## src/hdl/kbt_pkg.sv

```systemverilog
package kbt_pkg;

    // table geometry
    localparam int TABLE_ENTRIES  = 256;
    localparam int KEY_BITS       = 16;
    localparam int TARGET_ID_BITS = 10;

    localparam int IDX_W       = $clog2(TABLE_ENTRIES);
    localparam int CNT_W       = $clog2(TABLE_ENTRIES + 1);
    localparam int REMOVED_W   = 9;
    localparam int REMOVED_MAX = (1 << REMOVED_W) - 1;

    typedef logic [IDX_W-1:0] addr_t;

    typedef enum logic [1:0] {
        OP_LOOKUP        = 2'd0,
        OP_BIND          = 2'd1,
        OP_UNBIND_KEY    = 2'd2,
        OP_UNBIND_TARGET = 2'd3
    } op_t;

    typedef enum logic [1:0] {
        STATUS_DONE      = 2'd0,
        STATUS_NOT_BOUND = 2'd1,
        STATUS_FULL      = 2'd2
    } status_t;

    // sequencer states
    typedef enum logic [2:0] {
        ST_IDLE,
        ST_READ,
        ST_CHECK,
        ST_READ_LAST,
        ST_MOVE,
        ST_DONE
    } state_t;

    // scan phases: key search, target purge, key search after purge
    typedef enum logic [1:0] {
        PH_FIND,
        PH_PURGE,
        PH_REFIND
    } phase_t;

    typedef struct packed {
        logic [KEY_BITS-1:0]       key;
        logic                      kind;
        logic [TARGET_ID_BITS-1:0] id;
    } entry_t;

    localparam int ENTRY_W = $bits(entry_t);

    typedef struct packed {
        logic   we;
        addr_t  waddr;
        entry_t wdata;
        addr_t  raddr;
    } mem_req_t;

    typedef struct packed {
        status_t                   status;
        logic                      found;
        logic                      kind;
        logic [TARGET_ID_BITS-1:0] id;
        logic [REMOVED_W-1:0]      removed;
    } result_t;

    // clamp a removal count to the result field
    function automatic logic [REMOVED_W-1:0] sat_removed(input logic [CNT_W-1:0] n);
        if (32'(n) > 32'(REMOVED_MAX))
            return REMOVED_W'(REMOVED_MAX);
        else
            return REMOVED_W'(n);
    endfunction

endpackage

```

## src/hdl/kbt_ctrl.sv

```systemverilog
module kbt_ctrl (
    input  logic                                clk,
    input  logic                                rst_n,
    input  logic                                in_valid,
    output logic                                in_ready,
    input  kbt_pkg::op_t                        op,
    input  logic [kbt_pkg::KEY_BITS-1:0]        key,
    input  logic                                kind,
    input  logic [kbt_pkg::TARGET_ID_BITS-1:0]  id,
    input  logic                                uniq,
    output kbt_pkg::mem_req_t                   mem_req,
    input  kbt_pkg::entry_t                     mem_rdata,
    output logic                                res_valid,
    input  logic                                res_ready,
    output kbt_pkg::result_t                    res
);

    import kbt_pkg::*;

    state_t                    state_reg, state_next;
    phase_t                    phase_reg, phase_next;
    logic [CNT_W-1:0]          idx_reg, idx_next;
    logic [CNT_W-1:0]          count_reg, count_next;
    logic [CNT_W-1:0]          removed_reg, removed_next;
    logic                      found_reg, found_next;
    logic                      okind_reg, okind_next;
    logic [TARGET_ID_BITS-1:0] oid_reg, oid_next;
    status_t                   status_reg, status_next;
    op_t                       op_reg, op_next;
    logic [KEY_BITS-1:0]       key_reg, key_next;
    logic                      kind_reg, kind_next;
    logic [TARGET_ID_BITS-1:0] id_reg, id_next;
    logic                      uniq_reg, uniq_next;

    logic [CNT_W-1:0]          last_idx;
    logic                      hit;
    logic                      append_req;
    logic                      overwrite_req;

    assign last_idx = count_reg - CNT_W'(1);
    assign hit = (phase_reg == PH_PURGE)
               ? (mem_rdata.kind == kind_reg && mem_rdata.id == id_reg)
               : (mem_rdata.key == key_reg);

    always_ff @(posedge clk or negedge rst_n)
    begin
        if (!rst_n)
        begin
            state_reg <= ST_IDLE;
            phase_reg <= PH_FIND;
            count_reg <= '0;
        end
        else
        begin
            state_reg <= state_next;
            phase_reg <= phase_next;
            count_reg <= count_next;
        end
    end

    always_ff @(posedge clk)
    begin
        idx_reg     <= idx_next;
        removed_reg <= removed_next;
        found_reg   <= found_next;
        okind_reg   <= okind_next;
        oid_reg     <= oid_next;
        status_reg  <= status_next;
        op_reg      <= op_next;
        key_reg     <= key_next;
        kind_reg    <= kind_next;
        id_reg      <= id_next;
        uniq_reg    <= uniq_next;
    end

    always_comb
    begin
        state_next    = state_reg;
        phase_next    = phase_reg;
        idx_next      = idx_reg;
        count_next    = count_reg;
        removed_next  = removed_reg;
        found_next    = found_reg;
        okind_next    = okind_reg;
        oid_next      = oid_reg;
        status_next   = status_reg;
        op_next       = op_reg;
        key_next      = key_reg;
        kind_next     = kind_reg;
        id_next       = id_reg;
        uniq_next     = uniq_reg;
        append_req    = 1'b0;
        overwrite_req = 1'b0;

        in_ready      = 1'b0;
        res_valid     = 1'b0;
        mem_req.we    = 1'b0;
        mem_req.waddr = idx_reg[IDX_W-1:0];
        mem_req.wdata = '{key: key_reg, kind: kind_reg, id: id_reg};
        mem_req.raddr = idx_reg[IDX_W-1:0];

        case (state_reg)
            ST_IDLE:
            begin
                in_ready = 1'b1;
                if (in_valid)
                begin
                    op_next      = op;
                    key_next     = key;
                    kind_next    = kind;
                    id_next      = id;
                    uniq_next    = uniq;
                    idx_next     = '0;
                    removed_next = '0;
                    found_next   = 1'b0;
                    okind_next   = 1'b0;
                    oid_next     = '0;
                    status_next  = STATUS_DONE;
                    phase_next   = (op == OP_UNBIND_TARGET) ? PH_PURGE : PH_FIND;
                    state_next   = ST_READ;
                end
            end

            ST_READ:
            begin
                if (idx_reg < count_reg)
                begin
                    state_next = ST_CHECK;
                end
                else
                begin
                    // scan ran off the end of the packed region
                    case (phase_reg)
                        PH_FIND:
                        begin
                            if (op_reg == OP_BIND)
                            begin
                                if (uniq_reg)
                                begin
                                    phase_next = PH_PURGE;
                                    idx_next   = '0;
                                end
                                else
                                begin
                                    append_req = 1'b1;
                                end
                            end
                            else
                            begin
                                status_next = STATUS_NOT_BOUND;
                                state_next  = ST_DONE;
                            end
                        end
                        PH_PURGE:
                        begin
                            if (op_reg == OP_BIND)
                            begin
                                phase_next = PH_REFIND;
                                idx_next   = '0;
                            end
                            else
                            begin
                                state_next = ST_DONE;
                            end
                        end
                        default:
                        begin
                            append_req = 1'b1;
                        end
                    endcase
                end
            end

            ST_CHECK:
            begin
                if (!hit)
                begin
                    idx_next   = idx_reg + CNT_W'(1);
                    state_next = ST_READ;
                end
                else
                begin
                    case (phase_reg)
                        PH_FIND:
                        begin
                            found_next = 1'b1;
                            case (op_reg)
                                OP_LOOKUP:
                                begin
                                    okind_next = mem_rdata.kind;
                                    oid_next   = mem_rdata.id;
                                    state_next = ST_DONE;
                                end
                                OP_UNBIND_KEY:
                                begin
                                    removed_next = CNT_W'(1);
                                    state_next   = ST_READ_LAST;
                                end
                                OP_BIND:
                                begin
                                    if (uniq_reg)
                                    begin
                                        phase_next = PH_PURGE;
                                        idx_next   = '0;
                                        state_next = ST_READ;
                                    end
                                    else
                                    begin
                                        overwrite_req = 1'b1;
                                    end
                                end
                                default:
                                begin
                                    state_next = ST_DONE;
                                end
                            endcase
                        end
                        PH_PURGE:
                        begin
                            removed_next = removed_reg + CNT_W'(1);
                            state_next   = ST_READ_LAST;
                        end
                        default:
                        begin
                            overwrite_req = 1'b1;
                        end
                    endcase
                end
            end

            ST_READ_LAST:
            begin
                // fetch the last entry to fill the hole
                mem_req.raddr = last_idx[IDX_W-1:0];
                state_next    = ST_MOVE;
            end

            ST_MOVE:
            begin
                mem_req.we    = 1'b1;
                mem_req.wdata = mem_rdata;
                count_next    = last_idx;
                // purge re-checks the slot that was just filled
                state_next    = (phase_reg == PH_PURGE) ? ST_READ : ST_DONE;
            end

            ST_DONE:
            begin
                res_valid = 1'b1;
                if (res_ready)
                begin
                    state_next = ST_IDLE;
                end
            end

            default:
            begin
                state_next = ST_IDLE;
            end
        endcase

        if (overwrite_req)
        begin
            mem_req.we = 1'b1;
            state_next = ST_DONE;
        end

        if (append_req)
        begin
            if (count_reg == CNT_W'(TABLE_ENTRIES))
            begin
                status_next = STATUS_FULL;
            end
            else
            begin
                mem_req.we    = 1'b1;
                mem_req.waddr = count_reg[IDX_W-1:0];
                count_next    = count_reg + CNT_W'(1);
            end
            state_next = ST_DONE;
        end
    end

    assign res.status  = status_reg;
    assign res.found   = found_reg;
    assign res.kind    = okind_reg;
    assign res.id      = oid_reg;
    assign res.removed = sat_removed(removed_reg);

    a_move_shrinks: assert property (@(posedge clk) disable iff (!rst_n)
        state_reg == ST_MOVE |=> count_reg == $past(count_reg) - CNT_W'(1))
        else $error("swap delete did not shrink the table");

    a_idle_no_write: assert property (@(posedge clk) disable iff (!rst_n)
        state_reg == ST_IDLE |-> !mem_req.we)
        else $error("table written while idle");

    a_found_done: assert property (@(posedge clk) disable iff (!rst_n)
        res_valid && res.found |-> res.status == STATUS_DONE)
        else $error("bound key reported with error status");

    a_full_no_write: assert property (@(posedge clk) disable iff (!rst_n)
        state_reg == ST_READ && idx_reg >= count_reg
        && count_reg == CNT_W'(TABLE_ENTRIES) |-> !mem_req.we)
        else $error("append into a full table");

endmodule
```

## config.mk

```make
export PLATFORM = sky130hd
export DESIGN_NAME = kbt_ctrl
export DESIGN_NICKNAME = d
export VERILOG_FILES = /design/src/hdl/kbt_pkg.sv /design/src/hdl/kbt_ctrl.sv
export SDC_FILE = /design/constraint.sdc
export NUM_CORES = 1
export LEC_CHECK = 0
export BUFFER_PORTS_ARGS = -buffer_cell sky130_fd_sc_hd__buf_4
export CAP_MARGIN = 20
export CELL_PAD_IN_SITES_DETAIL_PLACEMENT = 1
export CELL_PAD_IN_SITES_GLOBAL_PLACEMENT = 2
export CORE_MARGIN = 1
export CORE_UTILIZATION = 32
export CTS_CLUSTER_DIAMETER = 120
export CTS_CLUSTER_SIZE = 16
export DETAILED_ROUTE_END_ITERATION = 16
export HOLD_SLACK_MARGIN = 0.05
export PLACE_DENSITY_LB_ADDON = 0.1
export SLEW_MARGIN = 20
export SYNTH_ARGS = -nofsm -noshare
export SYNTH_HDL_FRONTEND = slang
export SYNTH_SLANG_ARGS = --single-unit
```

## constraint.sdc

```tcl
create_clock -name clk -period 3.4 [get_ports clk]
set_input_delay 0.17 -clock clk [delete_from_list [all_inputs] [get_ports clk]]
set_output_delay 0.17 -clock clk [all_outputs]
set_load 0.02 [all_outputs]
```

## After elaboration in Yosys (flattened, before gate mapping)

Index checks and enable logic that the tools add are counted.

- Register bits after elaboration: 76
- Output and inout port bits: 69

- Add/sub/neg operators: 4
- Order comparisons: 1
- Eq/ne operators: 29
- Multiplexer cells: 75
- Reductions and logical operators: 14

Operator list:

| kind | count |
|---|---|
| 2-to-1 mux 9 bit | 14 |
| one-hot mux 9 bit (2 select lines) | 3 |
| 2-to-1 mux 10 bit | 4 |
| 2-to-1 mux 3 bit | 10 |
| adder 9 x 1 -> 9 bit (second input constant) | 3 |
| 2-to-1 mux 27 bit | 1 |
| one-hot mux 9 bit (3 select lines) | 1 |
| 2-to-1 mux 2 bit | 13 |
| one-hot mux 10 bit (2 select lines) | 1 |
| 2-to-1 mux 1 bit | 18 |
| one-hot mux 3 bit (6 select lines) | 1 |
| == test 16 bit | 1 |
| != test 3 bit (second input constant) | 4 |
| one-hot mux 3 bit (2 select lines) | 2 |
| AND reduction 6 bit | 2 |
| == test 10 bit | 1 |
| != test 5 bit (second input constant) | 2 |
| AND reduction 5 bit | 2 |
| == test 9 bit (second input constant) | 1 |
| < comparator 9 bit | 1 |
| subtractor 9 x 1 -> 9 bit (second input constant) | 1 |
| 2-to-1 mux 8 bit | 1 |
| != test 2 bit (second input constant) | 4 |
| != test 4 bit (second input constant) | 2 |
| 22 further kinds | 30 |

## Logic depth before layout (Yosys ltp)

Gate-level depths: netlist (run 1).

- Word-level depth: 8
- Depth in mapped cells: 10

## Least setup slack after synthesis (run 1)

No wires, ideal clock.

- Path kind: reg2reg
- Start: register key_reg[8]
- End: register removed_reg[0], enable pin
- Library setup time: 0.390 ns
- Data arrival time: 2.144 ns
- Data required time: 3.010 ns
- Setup slack: 0.866 ns
- Cell stages (with the launch flop): 6
- Period minus slack after synthesis: 2.534 ns
- Cells stage by stage: edfxtp_1 -> xor2_1 -> nor4_1 -> nand3_1 -> o31a_1 -> o31ai_1

- Cells in the longest elaborated chain, start to end: 4

Ends and longest elaborated chain:

| element | RTL line | source |
|---|---|---|
| start: declaration | kbt_ctrl.sv:30 | `logic [KEY_BITS-1:0] key_reg, key_next;` |
| start signal: assignment | kbt_ctrl.sv:70 | `key_reg <= key_next;` |
| == test 16 bit | kbt_ctrl.sv:43 | `: (mem_rdata.key == key_reg);` |
| 2-to-1 mux 1 bit | kbt_ctrl.sv:42 | `? (mem_rdata.kind == kind_reg && mem_rdata.id == id_reg)` |
| != test 2 bit (no source line) | -- |  |
| AND reduction 5 bit (no source line) | -- |  |
| end signal: assignment | kbt_ctrl.sv:64 | `removed_reg <= removed_next;` |
| end: declaration | kbt_ctrl.sv:24 | `logic [CNT_W-1:0] removed_reg, removed_next;` |

Every way passes these cells.
A chain may end at the register's enable or synchronous reset.

==> results of run 1 <==
## cells in the final DEF, fill, tap and decap left out, types with 3 or more instances in the layout
cell type,instances
nand4_1,3
nor4_1,7
ha_1,16
nor3b_1,3
a21oi_1,21
buf_4,139
clkbuf_16,9
nand3_1,17
or3_1,5
nor3_1,11
edfxtp_1,60
and3_1,17
mux2_2,9
a211o_1,3
dlygate4sd3_1,31
nor2_1,37
nand2b_1,5
inv_1,17
a22oi_1,4
dfrtp_1,14
xnor2_1,17
clkbuf_1,3
a21o_1,5
o21ai_0,18
xor2_1,29
nand2_1,111
## cell type report
class,instances,area [sq um],share of cell area (%)
multi-input combinational,371,2260,35.4
sequential,76,2190,34.4
timing repair buffer,170,1350,21.2
clock buffer,12,236,3.71
tap,180,225,3.53
inverter,18,67.6,1.06
clock inverter,4,42.5,0.667
## worst max-delay path, cell delays in order, from the launching register on
cell and delay [ns]:
dfrtp_1 0.48, inv_1 0.13, ha_1 0.29, nand3_1 0.10, nor2_1 0.21, a211oi_4 0.12, nor4_4 0.25, buf_4 0.28
mux2_2 0.38, buf_4 0.16
## worst min path at each step
stage	from	to	slack (ns)
final	mem_rdata[1]	oid_reg[1]	0.15
after global routing	mem_rdata[6]	oid_reg[6]	0.15
after CTS	mem_rdata[1]	oid_reg[1]	0.14
after detailed placement	rst_n	count_reg[1]	0.04
after global placement	rst_n	count_reg[1]	0.04
after floorplan	rst_n	count_reg[0]	-0.13
## repair_timing
item | 4_1_cts | 5_1_grt
endpoints found under the hold margin | 44 | 0
hold buffers | 31 | 0
setup endpoints to repair | 0 | 0
## through the flow
step / std cells / hold slack (ns)
after global placement: 784 / 0.0438
final: 831 / 0.150
after detailed placement: 784 / 0.0427
after CTS: 831 / 0.138
after global routing: 831 / 0.152
after floorplan: 486 / -0.126
## power by group
| group | switching (mW) | internal (mW) |
|---|---|---|
| registers | 0.316 | 1.33 |
| clock network | 0.373 | 0.563 |
| logic | 1.72 | 1.14 |
## metal layers
layer | up-vias | GRT usage (%) | wire length [microns]
met1 | 1991 | 23.9 | 6160
met2 | 101 | 31.7 | 6640
met4 | 0 | 7.47 | 268
li1 | 2025 | - | -
met3 | 18 | 6.27 | 838
met5 | - | 0 | 0
## kinds of logic after synthesis
| kind of cell | synth area share [%] |
|---|---|
| fa+ha+maj | 4.34 |
| compound gates | 11.4 |
| buf+inv | 3.64 |
| mux | 2.41 |
| simple gates | 22.0 |
| xor+xnor | 8.74 |
| flops | 47.5 |
==> run summary, run 1 <==
outcome - complete, no violations
setup TNS - 0 ns
Synth area leader - edfxtp_1
Worst slew margin - 57.5%
count leader, synth - nand2_1
required time of the critical path - 3.23 ns
pin count of the biggest net entering global routing - 31
Area after DPL - 0.00579 sq mm
Power per Cell Area - 855 mW/mm^2
Post-Syn Area - 0.00461 sq mm
Synth area leaders - edfxtp_1, nand2_1, dfrtp_1, xor2_1, ha_1
number of buffers added on ports - 129
Hold Vio Cnt, Final - 0
initial antenna violation count - 0
clk_lat worst skew - 0.35 ns
Hold Path Class - input pin to register
top cells by count, synth - nand2_1, edfxtp_1, nor2_1
First-pass DRT Iterations - 4
Tcrit/Tclk final - 86.5%
CP max FO - 15
height of the die - 122 microns
Via Count - 4135
CTS root buffer - clkbuf_16
Cells after Synth - 486
cts bufs inserted - 9
vias in the first global route - 4371
crit end category - output port
Tot Pwr - 5.45 mW
Max-cap violations - 0
post-route cell area - 0.00637 sq mm
sequential area share after synthesis - 47.5%
Worst Tran Pin Value - 0.630 ns
Total GRT Usage - 19.5%
max FFs per register - 16
layout cell share with drive strength beyond 1 - 26.1%
DR WL/cell - 16.7 microns
Final min period - 2.94 ns
CP Launch Point - count_reg[5]
TritonCTS clock tree - done
number of top-level pins - 130
GPL Wtd Cong - 0.773
slack of the worst reg-to-reg path - 0.68 ns
Iteration-0 DRC Markers - 197
startpoint class of the critical path - register
Slew Limit Fails - 0
WS Path Type - register to output port
crit path to - mem_req[40]
Yosys reg bits - 76
Distinct cells, synth - 53
fillcell total - 1617
worst vdd ir - 0.576 mV
asr flop ratio synth - 18.4%
Antenna Cells - 0
final setup fails - 0
RSZ-0062 raised after global routing - no
number of synthesis warnings - 0
post-CTS sizing - 0
clk_skew - 0.0106 ns
LEAKAGE - 2.81 nW
CP Data Arrival Time - 2.77 ns
clk buf depth - 2
Max Freq - 340 MHz
num rows - 43
gr ovfl total - 0
final WL - 13900 microns
Primary FF master, synth - edfxtp_1
RR Startpoint - count_reg[5]
Post-CTS Setup Bufs - 0
Core Region - 0.0140 sq mm
post-route ant nets - 0
area share of the largest cell type after synthesis - 39.1%
RR Endpoint - idx_reg[5]
Clk pin slew, worst setup/hold paths - 0.06 ns
Die X - 122 microns
Syn-to-layout area delta - 38.2%
DP HPWL - 10200 microns
clk sinks - 76
pre-CTS setup slack - 0.714 ns
Setup WS post-layout - 0.460 ns
number of synthesized flops with an enable pin - 60
Post-Syn Area per Cell - 9.49 sq um
DR DRC count - 0
R2R cell count - 7
vias per cell - 4.98
Syn Nets - 563
layout net count - 723
fin util - 45.6%
Hold Path Cell Cnt - 2
Die Area - 0.0149 sq mm
CTS HTree Levels - 3
Starting Density - 33.0%
global-route wire length before repair - 22000 microns
No activity file was read; power rests on OpenSTA's default activity.
==> inputs of run 2 (changes only) <==
--- a/config.mk
+++ b/config.mk
@@ -10,12 +10,14 @@
 export CELL_PAD_IN_SITES_DETAIL_PLACEMENT = 1
 export CELL_PAD_IN_SITES_GLOBAL_PLACEMENT = 2
 export CORE_MARGIN = 1
-export CORE_UTILIZATION = 32
+export CORE_UTILIZATION = 35
+export CTS_BUF_LIST = sky130_fd_sc_hd__clkbuf_4 sky130_fd_sc_hd__clkbuf_8
 export CTS_CLUSTER_DIAMETER = 120
 export CTS_CLUSTER_SIZE = 16
 export DETAILED_ROUTE_END_ITERATION = 16
 export HOLD_SLACK_MARGIN = 0.05
 export PLACE_DENSITY_LB_ADDON = 0.1
+export REMOVE_ABC_BUFFERS = 1
 export SLEW_MARGIN = 20
 export SYNTH_ARGS = -nofsm -noshare
 export SYNTH_HDL_FRONTEND = slang
==> constraint.sdc (replaced) <==
create_clock -name clk -period 3.5 [get_ports clk]
set_input_delay 0.175 -clock clk [delete_from_list [all_inputs] [get_ports clk]]
set_output_delay 0.175 -clock clk [all_outputs]
set_load 0.02 [all_outputs]
==> run summary, run 2 (synthesis gave the netlist of run 1 again) <==
crit end category - output port
worst hold slack - 0.109 ns
GPL Wtd Cong - 0.841
WS Path Type - register to output port
Total GRT Usage - 21.3%
TritonCTS clock tree - done
layout cell share with drive strength beyond 1 - 26.5%
Via Count - 4151
final setup fails - 0
Power per Cell Area - 799 mW/mm^2
post-route cell area - 0.00625 sq mm
Worst Tran Pin Value - 0.882 ns
clk_lat worst skew - 0.38 ns
placed insts - 775
LEAKAGE - 2.76 nW
number of top-level pins - 130
post-CTS sizing - 0
global-route wire length before repair - 21700 microns
fillcell total - 1524
clk sinks - 76
Antenna Cells - 0
Final min period - 3.00 ns
layout net count - 722
First-pass DRT Iterations - 4
Internal - 2.66 mW
Syn-to-layout area delta - 35.6%
Iteration-0 DRC Markers - 173
pre-CTS setup slack - 0.783 ns
Worst slew margin - 40.9%
slack of the worst reg-to-reg path - 0.73 ns
CP max FO - 15
Clk pin slew, worst setup/hold paths - 0.09 ns
Max-cap violations - 0
Post-CTS Setup Bufs - 0
number of buffers added on ports - 129
Clk pwr share - 12.1%
required time of the critical path - 3.32 ns
hold buffers post-CTS - 31
setup TNS - 0 ns
Tot Pwr - 5.00 mW
clk_skew - 0.0153 ns
Setup WS post-layout - 0.501 ns
commonest non-fill, non-tap cell in the layout - buf_4
vias in the first global route - 4260
outcome - complete, no violations
non-filler cells, final - 822
DP HPWL - 10200 microns
Die X - 117 microns
vias per cell - 5.05
Core Region - 0.0127 sq mm
DR WL/cell - 16.8 microns
Area after DPL - 0.00578 sq mm
Psw - 2.34 mW
num rows - 41
RSZ-0062 raised after global routing - no
switching share of power - 46.7%
height of the die - 117 microns
Hold Path Class - input pin to register
Hold Vio Cnt, Final - 0
max FFs per register - 16
cts bufs inserted - 9
startpoint class of the critical path - register
clk buf depth - 2
post-route ant nets - 0
pin count of the biggest net entering global routing - 25
gr ovfl total - 0
CTS root buffer - clkbuf_8
commonest non-fill, non-tap cells in the layout - buf_4, nand2_1, edfxtp_1
CP Data Arrival Time - 2.82 ns
CTS HTree Levels - 3
Max Freq - 333 MHz
Starting Density - 36.3%
Die Area - 0.0136 sq mm
Slew Limit Fails - 0
fin util - 49.2%
final WL - 13800 microns
initial antenna violation count - 0
combinational share of power - 55.2%
sequential power share - 32.7%
worst vdd ir - 0.332 mV
Tcrit/Tclk final - 85.7%
DR DRC count - 0
==> run 2: cell count changes in the layout (fill, tap and decap cells not counted), sizes merged <==
cell	before	now
bufinv	1	0
buf	139	138
clkinv	3	6
clkbuf	12	10
==> run 2: power by group through the flow <==
stage | combinational (mW) | clock (mW) | sequential [mW]
after CTS | 2.79 | 0.634 | 1.63
after global routing | 3.03 | 0.656 | 1.68
after detailed placement | 2.75 | 0 | 1.66
after floorplan | 1.66 | 0 | 1.60
final | 2.76 | 0.605 | 1.63
after global placement | 2.71 | 0 | 1.63
==> run 2: worst max-delay path, cell delays in order (launching register included) <==
cell and delay, ns:
edfxtp_1 0.50, ha_1 0.38, a211oi_1 0.22, nand2_1 0.13, a211oi_4 0.39, nor4_4 0.08
buf_4 0.22, nor2_1 0.16, o21ai_0 0.16, buf_4 0.20
==> run 2: per-layer routing <==
layer / vias up / global-route usage, % / share of wire, %
li1: 2021 / - / -
met1: 2017 / 27.4 / 44
met2: 96 / 34.6 / 49
met3: 17 / 5.36 / 5.3
met4: 0 / 8.35 / 1.5
met5: - / 0 / 0
==> run 2: final cells by class <==
type	count	area [sq um]	share of cell area, %
clock buffer	10	131	2.10
clock inverter	6	31.3	0.500
inverter	18	67.6	1.08
multi-input combinational	371	2260	36.1
sequential	76	2190	35.1
tap	172	215	3.44
timing repair buffer	169	1360	21.7
==> run 2: path summary, 6_finish.rpt <==
| check | end | startpoint | cells after the start |
|---|---|---|---|
| worst min-delay path | state_reg[0] | in_valid | 3 |
| worst max-delay path | mem_req[43] | idx_reg[7] | 9 |
| worst max register to register | idx_reg[4] | count_reg[7] | 7 |
| min in group asynchronous | count_reg[6] | rst_n | 2 |
| max in group asynchronous | count_reg[8] | rst_n | 2 |
| worst min register to register | status_reg[1] | status_reg[1] | 1 |
==> inputs of run 3 (changes only) <==
--- a/config.mk
+++ b/config.mk
@@ -16,7 +16,7 @@
 export CTS_CLUSTER_SIZE = 16
 export DETAILED_ROUTE_END_ITERATION = 16
 export HOLD_SLACK_MARGIN = 0.05
-export PLACE_DENSITY_LB_ADDON = 0.1
+export PLACE_DENSITY = 0.9
 export REMOVE_ABC_BUFFERS = 1
 export SLEW_MARGIN = 20
 export SYNTH_ARGS = -nofsm -noshare
==> run summary, run 3 (synthesis gave the netlist of run 1 again) <==
Reg area - 0.00219 sq mm
GPL Wtd Cong - 0.866
pin count of the biggest net entering global routing - 33
Worst slew margin - 55.1%
CP top delay family - simple AND/OR/NAND/NOR gates
num rows - 41
crit path cell chain - ha_1, nand3_1, nor2_1, a211oi_4, nor4_4, buf_4, nor2_1, o21ai_0, buf_4
commonest non-fill, non-tap cells in the layout - buf_4, nand2_1, edfxtp_1
vias per cell - 5.06
CP max FO - 9
Die X - 117 microns
DR DRC count - 0
Worst Tran Pin Value - 0.669 ns
Bufs and invs on worst path - 2
Iteration-0 DRC Markers - 131
number of top-level pins - 130
final setup fails - 0
worst vdd ir - 0.289 mV
cts bufs inserted - 9
Hold Vio Cnt, Final - 0
max FFs per register - 16
clk_skew - 0.0107 ns
Starting Density - 36.3%
layout net count - 722
fin util - 49.2%
Multi-input gate area - 0.00226 sq mm
Clk pin slew, worst setup/hold paths - 0.08 ns
Core Region - 0.0127 sq mm
clk buf depth - 2
RSZ-0062 raised after global routing - no
required time of the critical path - 3.32 ns
Power per Cell Area - 809 mW/mm^2
layout cell share with drive strength beyond 1 - 26.3%
CP Data Arrival Time - 2.96 ns
Antenna Cells - 0
Max stage delay on crit path - 0.63 ns
Slew Limit Fails - 0
Post-CTS Setup Bufs - 0
WL met3 - 837 microns
Total GRT Usage - 22.1%
number of buffers added on ports - 129
Syn-to-layout area delta - 35.7%
DP HPWL - 10600 microns
Via Count - 4153
clk_lat worst skew - 0.37 ns
met1 WL - 5930 microns
CTS root buffer - clkbuf_8
met2 WL post-DR - 7070 microns
initial antenna violation count - 0
vias in the first global route - 4445
Tcrit/Tclk final - 89.7%
Max Freq - 318 MHz
gr ovfl total - 0
setup TNS - 0 ns
TritonCTS clock tree - done
Die Area - 0.0136 sq mm
post-route ant nets - 0
Max-cap violations - 0
uppermost routed layer - met4
LEAKAGE - 2.77 nW
fillcell total - 1500
CTS HTree Levels - 3
clk sinks - 76
startpoint class of the critical path - register
Tot Pwr - 5.06 mW
Final min period - 3.14 ns
outcome - complete, no violations
First-pass DRT Iterations - 4
height of the die - 117 microns
commonest non-fill, non-tap cell in the layout - buf_4
global-route wire length before repair - 22500 microns
Hold Path Class - input pin to register
WS Path Type - register to output port
crit end category - output port
final WL - 14200 microns
DR WL/cell - 17.2 microns
Slowest-stage cell, CP - nor4_4
run 3: repair_timing:
| item | in CTS | in global routing |
|---|---|---|
| endpoints found under the hold margin | 44 | 0 |
| hold buffers | 31 | 0 |
| endpoints found under the setup margin | 0 | 0 |
| gates resized for setup | 0 | 0 |
run 3: routing by layer:
layer	up-vias	track usage, %
met2	108	38.3
met5	-	0
met3	19	5.66
li1	2020	-
met4	0	9.79
met1	2006	25.8
run 3: cell type report:
class | instances | share of cell area, %
Multi-Input combinational cell | 371 | 36.1
Sequential cell | 76 | 35.0
Timing Repair Buffer | 169 | 21.5
Tap cell | 172 | 3.44
Clock buffer | 9 | 1.98
Inverter | 18 | 1.08
Clock inverter | 6 | 0.900
run 3: worst reg2reg max path, delay by kind of cell (launching register included):
kind,cells,cell delay [ns]
adders and majority gates,1,0.39
and+or+nand+nor,1,0.15
AOI/OAI and AO/OA,4,1.33
DFF,1,0.53
run 3: through the flow:
stage	hold slack (ns)	instances	worst slack [ns]	instance area [sq um]
after floorplan	-0.121	465	0.510	4510
after global placement	0.0542	775	0.870	5770
after detailed placement	0.0562	775	0.792	5770
after CTS	0.0969	821	0.360	6260
after global routing	0.130	821	0.173	6260
final	0.125	821	0.360	6260
run 3: path summary, 6_finish.rpt:
path | start | to | slack [ns] | cells past startpoint
min in group asynchronous | rst_n | phase_reg[0] | 0.20 | 2
max reg2reg | idx_reg[7] | idx_reg[3] | 0.80 | 6
min | in_valid | state_reg[0] | 0.12 | 3
max | idx_reg[7] | mem_req[43] | 0.36 | 9
max in group asynchronous | rst_n | count_reg[4] | 3.09 | 2
min reg2reg | status_reg[1] | status_reg[1] | 0.47 | 1
run 3: power by group:
| group | switching (mW) | internal (mW) |
|---|---|---|
| Combinational | 1.67 | 1.10 |
| Clock | 0.339 | 0.319 |
| Sequential | 0.339 | 1.29 |
| Total | 2.35 | 2.71 |
